File: config.mk
export PLATFORM = sky130hd
export DESIGN_NAME = swept_box_overlap_time_top
export DESIGN_NICKNAME = d
export VERILOG_FILES = /design/src/hdl/sbot_pkg.sv /design/src/hdl/sbot_div.sv /design/src/hdl/sbot_dp.sv /design/src/hdl/sbot_ctrl.sv /design/src/hdl/swept_box_overlap_time_top.sv
export SDC_FILE = /design/constraint.sdc
export NUM_CORES = 1
export LEC_CHECK = 0
export ABC_AREA = 1
export BUFFER_PORTS_ARGS = -buffer_cell sky130_fd_sc_hd__buf_2
export CORE_ASPECT_RATIO = 2
export CORE_UTILIZATION = 40
export CTS_CLUSTER_DIAMETER = 40
export CTS_CLUSTER_SIZE = 25
export DETAILED_ROUTE_END_ITERATION = 8
export GPL_TIMING_DRIVEN = 0
export PLACE_DENSITY = 0.63
export SETUP_SLACK_MARGIN = 0.4
export SYNTH_ARGS = -nofsm -noshare
export SYNTH_HDL_FRONTEND = slang
export SYNTH_HIERARCHICAL = 1
export SYNTH_SLANG_ARGS = --single-unit
File: constraint.sdc
create_clock -name clk -period 12.04 [get_ports clk]
set_input_delay 0.602 -clock clk [delete_from_list [all_inputs] [get_ports clk]]
set_output_delay 0.602 -clock clk [all_outputs]
set_load 0.1 [all_outputs]
File: src/hdl/sbot_pkg.sv
package sbot_pkg;

    // Controller states
    typedef enum logic [2:0] {
        ST_IDLE,
        ST_ENT_SETUP,
        ST_ENT_START,
        ST_ENT_WAIT,
        ST_EXT_SETUP,
        ST_EXT_START,
        ST_EXT_WAIT,
        ST_FINISH
    } sbot_state_t;

    // Commands from controller to datapath
    typedef struct packed {
        logic load;        // capture the input word
        logic setup;       // register gap flags, numerator and slack for one phase
        logic exit_phase;  // 0: entry time, 1: exit time
        logic div_start;   // launch the divider
        logic take;        // fold the phase result into the running state
        logic emit;        // load the result word and clear the running state
    } sbot_cmd_t;

    // Status from datapath to controller
    typedef struct packed {
        logic need_div;    // this phase has a gap that does close
        logic div_done;    // quotient is ready
        logic last;        // captured word closes the box pair
        logic out_full;    // result register holds a word that is stalled
    } sbot_sts_t;

endpackage

File: src/hdl/sbot_div.sv
module sbot_div
    import sbot_pkg::*;
#(
    parameter int NUM_WIDTH = 32,
    parameter int FRAC_BITS = 16
)
(
    input  logic                 clk,
    input  logic                 rst_n,
    input  logic                 start,
    input  logic [NUM_WIDTH-1:0] num,
    input  logic [NUM_WIDTH:0]   den,
    output logic                 done,
    output logic [FRAC_BITS:0]   quo
);

    localparam int RemWidth = NUM_WIDTH + 2;
    localparam int CntWidth = $clog2(FRAC_BITS + 1);

    logic [RemWidth-1:0]  rem_reg, rem_next;
    logic [NUM_WIDTH:0]   den_reg, den_next;
    logic [FRAC_BITS:0]   quo_reg, quo_next;
    logic [CntWidth-1:0]  cnt_reg, cnt_next;
    logic                 busy_reg, busy_next;
    logic                 done_reg, done_next;

    logic [RemWidth-1:0]  trial;
    logic [RemWidth-1:0]  den_ext;
    logic [RemWidth-1:0]  diff;
    logic                 fits;

    // Restoring step: first step compares without a shift
    always_comb
    begin
        den_ext = {1'b0, den_reg};
        trial   = (cnt_reg == '0) ? rem_reg : {rem_reg[RemWidth-2:0], 1'b0};
        fits    = trial >= den_ext;
        diff    = trial - den_ext;
    end

    // Advance one quotient bit per cycle
    always_comb
    begin
        rem_next  = rem_reg;
        den_next  = den_reg;
        quo_next  = quo_reg;
        cnt_next  = cnt_reg;
        busy_next = busy_reg;
        done_next = 1'b0;
        if (start)
        begin
            rem_next  = {2'b00, num};
            den_next  = den;
            quo_next  = '0;
            cnt_next  = '0;
            busy_next = 1'b1;
        end
        else if (busy_reg)
        begin
            rem_next = fits ? diff : trial;
            quo_next = {quo_reg[FRAC_BITS-1:0], fits};
            cnt_next = cnt_reg + 1'b1;
            if (cnt_reg == CntWidth'(FRAC_BITS))
            begin
                busy_next = 1'b0;
                done_next = 1'b1;
            end
        end
    end

    always_ff @(posedge clk or negedge rst_n)
    begin
        if (!rst_n)
        begin
            cnt_reg  <= '0;
            busy_reg <= 1'b0;
            done_reg <= 1'b0;
        end
        else
        begin
            cnt_reg  <= cnt_next;
            busy_reg <= busy_next;
            done_reg <= done_next;
        end
    end

    always_ff @(posedge clk)
    begin
        rem_reg <= rem_next;
        den_reg <= den_next;
        quo_reg <= quo_next;
    end

    assign done = done_reg;
    assign quo  = quo_reg;

    // Numerator never exceeds denominator, so the quotient is at most one
    a_quo_range: assert property (@(posedge clk) disable iff (!rst_n)
        done_reg |-> (quo_reg <= {1'b1, {FRAC_BITS{1'b0}}}))
        else $error("divider quotient above one");

endmodule

File: src/hdl/sbot_dp.sv
module sbot_dp
    import sbot_pkg::*;
#(
    parameter int COORD_WIDTH    = 32,
    parameter int TIME_FRAC_BITS = 16
)
(
    input  logic                          clk,
    input  logic                          rst_n,
    input  sbot_cmd_t                     cmd,
    output sbot_sts_t                     sts,
    input  logic signed [COORD_WIDTH-1:0] a_lo_start,
    input  logic signed [COORD_WIDTH-1:0] a_hi_start,
    input  logic signed [COORD_WIDTH-1:0] a_lo_end,
    input  logic signed [COORD_WIDTH-1:0] a_hi_end,
    input  logic signed [COORD_WIDTH-1:0] b_lo_start,
    input  logic signed [COORD_WIDTH-1:0] b_hi_start,
    input  logic signed [COORD_WIDTH-1:0] b_lo_end,
    input  logic signed [COORD_WIDTH-1:0] b_hi_end,
    input  logic                          last_axis,
    output logic                          out_valid,
    input  logic                          out_stall,
    output logic                          overlap,
    output logic [TIME_FRAC_BITS:0]       entry_time,
    output logic [TIME_FRAC_BITS:0]       exit_time
);

    localparam int TimeWidth = TIME_FRAC_BITS + 1;
    localparam logic [TimeWidth-1:0] TimeOne = {1'b1, {TIME_FRAC_BITS{1'b0}}};

    // Captured word
    logic signed [COORD_WIDTH-1:0] als_reg, ahs_reg, ale_reg, ahe_reg;
    logic signed [COORD_WIDTH-1:0] bls_reg, bhs_reg, ble_reg, bhe_reg;
    logic                          last_reg;

    // Phase setup results
    logic [COORD_WIDTH-1:0] num_reg, num_next;
    logic [COORD_WIDTH-1:0] slack_reg, slack_next;
    logic                   gap_reg, gap_next;
    logic                   never_reg, never_next;

    // Running state
    logic [TimeWidth-1:0]   run_entry_reg, run_entry_next;
    logic [TimeWidth-1:0]   run_exit_reg, run_exit_next;
    logic                   never_ovl_reg, never_ovl_next;

    // Result register
    logic                   out_valid_reg, out_valid_next;
    logic                   overlap_reg, overlap_next;
    logic [TimeWidth-1:0]   entry_out_reg, entry_out_next;
    logic [TimeWidth-1:0]   exit_out_reg, exit_out_next;

    logic                          b_above, a_above;
    logic signed [COORD_WIDTH-1:0] los, loe, his, hie;
    logic signed [COORD_WIDTH:0]   diff_num, diff_slack;
    logic                          need_div;
    logic [COORD_WIDTH:0]          div_den;
    logic                          div_done;
    logic [TimeWidth-1:0]          div_quo;

    // Pick the gap sides for the current phase
    always_comb
    begin
        if (cmd.exit_phase)
        begin
            b_above = ble_reg > ahe_reg;
            a_above = ale_reg > bhe_reg;
        end
        else
        begin
            b_above = bls_reg > ahs_reg;
            a_above = als_reg > bhs_reg;
        end
        los = b_above ? ahs_reg : bhs_reg;
        loe = b_above ? ahe_reg : bhe_reg;
        his = b_above ? bls_reg : als_reg;
        hie = b_above ? ble_reg : ale_reg;
    end

    // Gap widths; both are non-negative whenever they are used
    always_comb
    begin
        if (cmd.exit_phase)
        begin
            diff_num   = {los[COORD_WIDTH-1], los} - {his[COORD_WIDTH-1], his};
            diff_slack = {hie[COORD_WIDTH-1], hie} - {loe[COORD_WIDTH-1], loe};
            never_next = los < his;
        end
        else
        begin
            diff_num   = {his[COORD_WIDTH-1], his} - {los[COORD_WIDTH-1], los};
            diff_slack = {loe[COORD_WIDTH-1], loe} - {hie[COORD_WIDTH-1], hie};
            never_next = loe < hie;
        end
        gap_next   = b_above | a_above;
        num_next   = diff_num[COORD_WIDTH-1:0];
        slack_next = diff_slack[COORD_WIDTH-1:0];
    end

    assign need_div = gap_reg & ~never_reg;
    assign div_den  = {1'b0, num_reg} + {1'b0, slack_reg};

    sbot_div #(
        .NUM_WIDTH (COORD_WIDTH),
        .FRAC_BITS (TIME_FRAC_BITS)
    ) u_div (
        .clk   (clk),
        .rst_n (rst_n),
        .start (cmd.div_start),
        .num   (num_reg),
        .den   (div_den),
        .done  (div_done),
        .quo   (div_quo)
    );

    // Fold phase results into running state; clear it on emit
    always_comb
    begin
        run_entry_next = run_entry_reg;
        run_exit_next  = run_exit_reg;
        never_ovl_next = never_ovl_reg;
        if (cmd.take)
        begin
            if (gap_reg && never_reg)
            begin
                never_ovl_next = 1'b1;
            end
            if (need_div)
            begin
                if (cmd.exit_phase)
                begin
                    if (div_quo < run_exit_reg)
                    begin
                        run_exit_next = div_quo;
                    end
                end
                else if (div_quo > run_entry_reg)
                begin
                    run_entry_next = div_quo;
                end
            end
        end
        if (cmd.emit)
        begin
            run_entry_next = '0;
            run_exit_next  = TimeOne;
            never_ovl_next = 1'b0;
        end
    end

    // Load the result word; drop valid when taken
    always_comb
    begin
        out_valid_next = out_valid_reg & out_stall;
        overlap_next   = overlap_reg;
        entry_out_next = entry_out_reg;
        exit_out_next  = exit_out_reg;
        if (cmd.emit)
        begin
            out_valid_next = 1'b1;
            if (never_ovl_reg)
            begin
                overlap_next   = 1'b0;
                entry_out_next = TimeOne;
                exit_out_next  = '0;
            end
            else
            begin
                overlap_next   = run_entry_reg <= run_exit_reg;
                entry_out_next = run_entry_reg;
                exit_out_next  = run_exit_reg;
            end
        end
    end

    always_ff @(posedge clk or negedge rst_n)
    begin
        if (!rst_n)
        begin
            run_entry_reg <= '0;
            run_exit_reg  <= TimeOne;
            never_ovl_reg <= 1'b0;
            out_valid_reg <= 1'b0;
        end
        else
        begin
            run_entry_reg <= run_entry_next;
            run_exit_reg  <= run_exit_next;
            never_ovl_reg <= never_ovl_next;
            out_valid_reg <= out_valid_next;
        end
    end

    // Payload registers
    always_ff @(posedge clk)
    begin
        if (cmd.load)
        begin
            als_reg  <= a_lo_start;
            ahs_reg  <= a_hi_start;
            ale_reg  <= a_lo_end;
            ahe_reg  <= a_hi_end;
            bls_reg  <= b_lo_start;
            bhs_reg  <= b_hi_start;
            ble_reg  <= b_lo_end;
            bhe_reg  <= b_hi_end;
            last_reg <= last_axis;
        end
        if (cmd.setup)
        begin
            num_reg   <= num_next;
            slack_reg <= slack_next;
            gap_reg   <= gap_next;
            never_reg <= never_next;
        end
        overlap_reg   <= overlap_next;
        entry_out_reg <= entry_out_next;
        exit_out_reg  <= exit_out_next;
    end

    always_comb
    begin
        sts.need_div = need_div;
        sts.div_done = div_done;
        sts.last     = last_reg;
        sts.out_full = out_valid_reg & out_stall;
    end

    assign out_valid  = out_valid_reg;
    assign overlap    = overlap_reg;
    assign entry_time = entry_out_reg;
    assign exit_time  = exit_out_reg;

    a_emit_valid: assert property (@(posedge clk) disable iff (!rst_n)
        cmd.emit |=> out_valid_reg)
        else $error("emitted result word not presented");

    a_run_range: assert property (@(posedge clk) disable iff (!rst_n)
        (run_entry_reg <= TimeOne) && (run_exit_reg <= TimeOne))
        else $error("running time above one");

endmodule

File: src/hdl/sbot_ctrl.sv
module sbot_ctrl
    import sbot_pkg::*;
(
    input  logic      clk,
    input  logic      rst_n,
    input  logic      in_valid,
    output logic      in_stall,
    input  sbot_sts_t sts,
    output sbot_cmd_t cmd
);

    sbot_state_t state_reg, state_next;

    always_ff @(posedge clk or negedge rst_n)
    begin
        if (!rst_n)
        begin
            state_reg <= ST_IDLE;
        end
        else
        begin
            state_reg <= state_next;
        end
    end

    // Next state
    always_comb
    begin
        state_next = state_reg;
        unique case (state_reg)
            ST_IDLE:
            begin
                if (in_valid)
                begin
                    state_next = ST_ENT_SETUP;
                end
            end
            ST_ENT_SETUP: state_next = ST_ENT_START;
            ST_ENT_START: state_next = sts.need_div ? ST_ENT_WAIT : ST_EXT_SETUP;
            ST_ENT_WAIT:
            begin
                if (sts.div_done)
                begin
                    state_next = ST_EXT_SETUP;
                end
            end
            ST_EXT_SETUP: state_next = ST_EXT_START;
            ST_EXT_START: state_next = sts.need_div ? ST_EXT_WAIT : ST_FINISH;
            ST_EXT_WAIT:
            begin
                if (sts.div_done)
                begin
                    state_next = ST_FINISH;
                end
            end
            ST_FINISH:
            begin
                if (!sts.last || !sts.out_full)
                begin
                    state_next = ST_IDLE;
                end
            end
            default: state_next = ST_IDLE;
        endcase
    end

    // Outputs
    always_comb
    begin
        cmd      = '0;
        in_stall = 1'b1;
        unique case (state_reg)
            ST_IDLE:
            begin
                in_stall = 1'b0;
                cmd.load = in_valid;
            end
            ST_ENT_SETUP:
            begin
                cmd.setup = 1'b1;
            end
            ST_ENT_START:
            begin
                cmd.div_start = sts.need_div;
                cmd.take      = ~sts.need_div;
            end
            ST_ENT_WAIT:
            begin
                cmd.take = sts.div_done;
            end
            ST_EXT_SETUP:
            begin
                cmd.setup      = 1'b1;
                cmd.exit_phase = 1'b1;
            end
            ST_EXT_START:
            begin
                cmd.exit_phase = 1'b1;
                cmd.div_start  = sts.need_div;
                cmd.take       = ~sts.need_div;
            end
            ST_EXT_WAIT:
            begin
                cmd.exit_phase = 1'b1;
                cmd.take       = sts.div_done;
            end
            ST_FINISH:
            begin
                cmd.emit = sts.last & ~sts.out_full;
            end
            default: cmd = '0;
        endcase
    end

    a_emit_last: assert property (@(posedge clk) disable iff (!rst_n)
        cmd.emit |-> (sts.last && !sts.out_full))
        else $error("result emitted for a word not marked last");

endmodule

File: src/hdl/swept_box_overlap_time_top.sv
// An axis word goes from input accept through the entry setup, start and divider wait
// states, then the exit ones, then finish; a phase with no gap to divide skips its wait,
// and a stalled result word can hold finish. A new word is taken only in idle. The shared
// divider runs up to twice per word, one quotient bit a cycle, and a finished result waits
// in its register while the next word is taken. Reset (rst_n low, asynchronous) clears the
// running times to 0 and one, the no-overlap flag, the result valid and the controller.
module swept_box_overlap_time_top
    import sbot_pkg::*;
#(
    parameter int COORD_WIDTH    = 32,
    parameter int TIME_FRAC_BITS = 16
)
(
    input  logic                          clk,
    input  logic                          rst_n,
    input  logic                          in_valid,
    output logic                          in_stall,
    input  logic signed [COORD_WIDTH-1:0] a_lo_start,
    input  logic signed [COORD_WIDTH-1:0] a_hi_start,
    input  logic signed [COORD_WIDTH-1:0] a_lo_end,
    input  logic signed [COORD_WIDTH-1:0] a_hi_end,
    input  logic signed [COORD_WIDTH-1:0] b_lo_start,
    input  logic signed [COORD_WIDTH-1:0] b_hi_start,
    input  logic signed [COORD_WIDTH-1:0] b_lo_end,
    input  logic signed [COORD_WIDTH-1:0] b_hi_end,
    input  logic                          last_axis,
    output logic                          out_valid,
    input  logic                          out_stall,
    output logic                          overlap,
    output logic [TIME_FRAC_BITS:0]       entry_time,
    output logic [TIME_FRAC_BITS:0]       exit_time
);

    sbot_cmd_t cmd;
    sbot_sts_t sts;

    sbot_ctrl u_ctrl (
        .clk      (clk),
        .rst_n    (rst_n),
        .in_valid (in_valid),
        .in_stall (in_stall),
        .sts      (sts),
        .cmd      (cmd)
    );

    sbot_dp #(
        .COORD_WIDTH    (COORD_WIDTH),
        .TIME_FRAC_BITS (TIME_FRAC_BITS)
    ) u_dp (
        .clk        (clk),
        .rst_n      (rst_n),
        .cmd        (cmd),
        .sts        (sts),
        .a_lo_start (a_lo_start),
        .a_hi_start (a_hi_start),
        .a_lo_end   (a_lo_end),
        .a_hi_end   (a_hi_end),
        .b_lo_start (b_lo_start),
        .b_hi_start (b_hi_start),
        .b_lo_end   (b_lo_end),
        .b_hi_end   (b_hi_end),
        .last_axis  (last_axis),
        .out_valid  (out_valid),
        .out_stall  (out_stall),
        .overlap    (overlap),
        .entry_time (entry_time),
        .exit_time  (exit_time)
    );

endmodule
# Yosys cells after proc, flatten, opt, wreduce, memory -nomap -nowiden
# Index checks and enable logic that the tools add are counted.
# Widths: inputs -> output; s select.
# op_classes
n_addsub	7
multipliers	0
div	0
order_cmp	10
n_eq_ne	13
shifts	0
n_mux	49
bitwise_logic	7
reduce_logical	21
# ops
op	count
$mux 32	8
$mux 17	10
$gt 32x32->1	4
$sub 32x32->32	4
$mux 34	2
$lt 32x32->1	2
$ge 34x33->1	1
$sub 34x33->34	1
$add 32x32->33	1
$pmux 3 s8	1
$mux 1	20
$gt 17x17->1	1
$le 17x17->1	1
$lt 17x17->1	1
$mux 3	5
$reduce_bool 2->1	7
$eq 3x3->1 const B	4
$reduce_and 4->1	3
$mux 5	2
$eq 3x2->1 const B	2
$ne 2x1->1 const B	3
$reduce_or 2->1	3
$add 5x1->5 const B	1
$eq 5x5->1 const B	1
other kinds (13)	19
# totals
regBits	488
latch_bits	0
mem_bits_rw	0
mem_bits_ro	0
inputBits	261
out_inout_bits	37
word_cells	135
mem_count	0

# Longest topological paths before layout
# depth
word_depth	7
ltp_mapped	36

# Modules after synthesis
# Netlist, hierarchy kept.
# by_module_without_submodules
module	n_inst	cells_each	area_each_um2
sbot_dp	1	4002	30549.3
sbot_div	1	911	6446.2
sbot_ctrl	1	62	331.6

# Least setup slack after synthesis
# No wires, ideal clock.
# synth_path
path_kind	reg-to-reg
from	reg u_ctrl.state_reg[2]
to	reg u_dp.ahe_reg[0], enable pin
t_arrival_ps	12092
t_required_ps	11162
slack_ps	-930
path_stages_with_launch	5
path_buffers	1
path_cell_list	dfrtp_1 -> buf_4 -> inv_2 -> nand2_1 -> nor2_1
# synth_rtl
element	line_no	source
start: declaration	sbot_ctrl.sv:12	sbot_state_t state_reg, state_next;
start signal: assignment	sbot_ctrl.sv:22	state_reg <= state_next;
end signal: assignment	sbot_dp.sv:202	ahe_reg <= a_hi_end;
end: declaration	sbot_dp.sv:32	logic signed [COORD_WIDTH-1:0] als_reg, ahs_reg, ale_reg, ahe_reg;

# Worst setup path in the final report
# layout_path
from	reg u_dp.ble_reg[31]
to	reg u_dp.never_reg, data pin
# layout_via
elab_chain_cells	5
elab_cells_between_ends	9
cone_classes	3 x order compare; 6 x mux
# layout_rtl
element	line_no	source
start: declaration	sbot_dp.sv:33	logic signed [COORD_WIDTH-1:0] bls_reg, bhs_reg, ble_reg, bhe_reg;
start signal: assignment	sbot_dp.sv:205	ble_reg <= b_lo_end;
$gt 32x32->1	sbot_dp.sv:66	b_above = ble_reg > ahe_reg;
$mux 1	sbot_dp.sv:64	if (cmd.exit_phase)
$mux 32 (on tied branches)	n/a	
$lt 32x32->1 (on tied branches)	sbot_dp.sv:93, sbot_dp.sv:87	
$mux 1 *	sbot_dp.sv:83	if (cmd.exit_phase)
via u_dp.never_next	sbot_dp.sv:40	logic never_reg, never_next;
end signal: assignment	sbot_dp.sv:214	never_reg <= never_next;
end: declaration	sbot_dp.sv:40	
# The timed path passes the listed nets; every way through them passes the cells marked *.
# A chain may end at the register's enable or synchronous reset.

==> impl_results.md <==
- CTS buffer count: 45
- CP startpoint kind: flop
- Crit. End Element: flop
- GP Congestion: 0.965
- Layout cells sized above 1: around a tenth
- Sequential element share of the synthesized area: a little under two fifths
- Max Root-Sink Buffers: 3
- Port Buffers: a little under 300
- Synth Register Bits: 488
- Max reg flops: 34
- Dpl hpwl: 108,000 um
- GRT Util Overall: approximately 27%
- Final setup viols: 0
- # IOs: 298
- Number of synthesized flops with an enable pin: 423
- Chip width: 218 um
- Final worst-path cycle share: 47.0%
- CTS tree: built
- Post-synthesis cell type count: 51
- Full die area: 94,600 sq um
- Cell Count, Final, Fillers Out: 6,565
- Slew @ Worst Pin: 1180 ps
- Critical path class: reg2reg
- Most frequent cells after synthesis: nand2_1 (1,519), inv_1 (653), nand3_1 (441), edfxtp_1 (423), nor2_1 (393)
- Synth Warn #: 6
- TNS Setup: 0 ps
- Vias: around 34,000
- Async S/R FF share, synth: under 10%
- Fin. max-slew vios: 0
- Die Ht: 434 um
- Synthesized area: 37,300 sq um
- Min Tclk post-route: between 5000 and 6000 ps
- WP data required: between 10,000 and 15,000 ps
- Global-route wire length before repair: 190,000 um
- Synth-to-Final Area Change: 13.0%
- Clock Latency Late Sink: 630 ps
- Post-route antenna net violation count: 0
- Post-CTS Setup Repair Bufs: 0
- First DRT Iteration DRCs: between 1,500 and 2,000
- Main synth FF type: edfxtp_1
- Util after Layout: between 40% and 50%
- RSZ-0062 raised after global routing: no
- Dpl cells: 6,483
- Hold Crit Class: in2reg
- Core Region: 92,500 sq um
- Syn_nets: 5,613
- Most common cell in the netlist: nand2_1
- Total number of placement rows: 158
- Hold bufs inserted after CTS: 0
- Clock sinks: roughly 490
- Worst-path fanout max: 10
- Status: finished, final reports clean
- Number of remaining DRC errors: 0
- Initial antenna violation count: 0
- Initial Util: 40.3%
- Vias/cell: slightly above 5
- Mapped Cells: 4,975
- Post-Route WL: about 130,000 um
- H-tree levels: 2
- NumNets Final: 5,968
- Yosys top cell area share: 34.0%
- Largest net degree at the start of global routing: 47
- Initial DRT Pass Iterations: 6
- Synthesized area per cell: 7.50 sq um
- Worst EP arrival: 6000 ps
- Root buf cell: clkbuf_16
- Rel. slew slack: 21.2%
- Routed wire per std cell: between 15 and 20 um
- Synth top area cells: edfxtp_1 (34%), nand2_1 (15%), ha_1 (12%)
- Ant. Diodes: 0
- Overflow after GRT: 0
- Fill count: 9,439
- Max cap viols: 0
- Clock transition at the registers of the reported paths: 70 ps
- Post-CTS sizing: 0
- Final hold vios: 0
- Worst Skew: 41.1 ps
- Number of global-route vias before repair: 34,100
- Post-synth top area cell: edfxtp_1
- Fmax: 0.177 GHz
critical path, cell delays in order (launching register included):
cell	delay, ps
edfxtp_1	410
ha_1	520
nand2_1	120
nor2_1	200
nand2_1	180
nor2_1	310
nand2_1	120
nand2_1	70
nand2_1	50
nand3_1	60
buf_4	210
nand2_4	140
buf_2	220
nand2_1	70
nand2_1	50
ha_1	280
inv_1	190
fa_1	270
inv_1	70
o21bai_1	300
a21oi_1	180
o21ai_0	620
nand2_1	160
nand2_1	100
nand2_1	50
nand3_1	260
o21ai_1	170
cells by family (layout without fill, tap and decap cells):
group	Yosys count	count (layout)	share of synthesized area, %
xor+xnor	103	103	2.42
compound gates	726	726	10.6
simple gates	2458	2458	26.9
fa+ha+maj	377	377	12.8
mux	4	4	0.107
flops	488	488	38.1
buf+inv	819	1209	9.07
path summary, 6_finish.rpt:
check,end,slack (ps),cells after the start,start
min in group asynchronous,u_dp/run_exit_reg[4]$_DFFE_PN0P_,200,1,rst_n
worst max register to register,u_dp/never_reg$_DFFE_PP_,6380,26,u_dp/ble_reg[31]$_DFFE_PP_
max in group asynchronous,u_dp/run_entry_reg[14]$_DFFE_PN0P_,11090,1,rst_n
worst max-delay path,u_dp/never_reg$_DFFE_PP_,6380,26,u_dp/ble_reg[31]$_DFFE_PP_
worst min register to register,u_dp/u_div/cnt_reg[4]$_DFFE_PN0P_,480,1,u_dp/u_div/cnt_reg[4]$_DFFE_PN0P_
worst min-delay path,u_dp/bhs_reg[24]$_DFFE_PP_,150,1,b_hi_start[24]
area by class of cell:
class,instances,area [sq um],share of cell area (%)
flip-flops and latches,488,14200,33.7
multi-input cells,3668,19700,46.8
well taps,1200,1500,3.56
plain buffers,157,897,2.13
inverters,662,2490,5.90
clock inverters,34,429,1.02
clock buffers,48,1180,2.80
repair buffers,308,1710,4.06
metrics by stage:
stage | hold WS [ps] | setup WS [ps] | cell area (sq um)
6_report | 146 | 6380 | 42200
5_1_grt | 116 | 6160 | 42200
4_1_cts | 103 | 6330 | 42200
3_5_place_dp | 461 | 6330 | 40600
3_3_place_gp | 448 | 1440 | 40300
2_1_floorplan | 306 | 3450 | 37300
per-layer routing:
metal  vias to the layer above  routed length (um)  GRT usage, %  share of wire (%)
li1                      17000                   -             -                  -
met1                     15500               42700          24.6                 33
met2                       969               70400          53.7                 55
met3                       392                4030          2.43                3.2
met4                         0               10700          19.9                8.3
met5                         -                   0             0                  0
cell usage in the layout (no fill, tap or decap), types with 22 or more instances in the layout:
cell type / count
nand4_1: 24
buf_6: 24
o21ai_0: 252
nand2_1: 1518
nand3_1: 441
clkbuf_16: 47
edfxtp_1: 423
nor3_1: 33
a21o_1: 29
inv_1: 653
dfrtp_1: 45
xnor2_1: 25
xor2_1: 78
clkbuf_1: 55
ha_1: 371
o21a_1: 27
a21oi_1: 322
buf_2: 356
nor2_1: 390
o211ai_1: 22
o21bai_1: 26
Power is left out: the tool's default activity adds up to more than one toggle a clock period on the data nets, which glitch-free logic cannot reach.
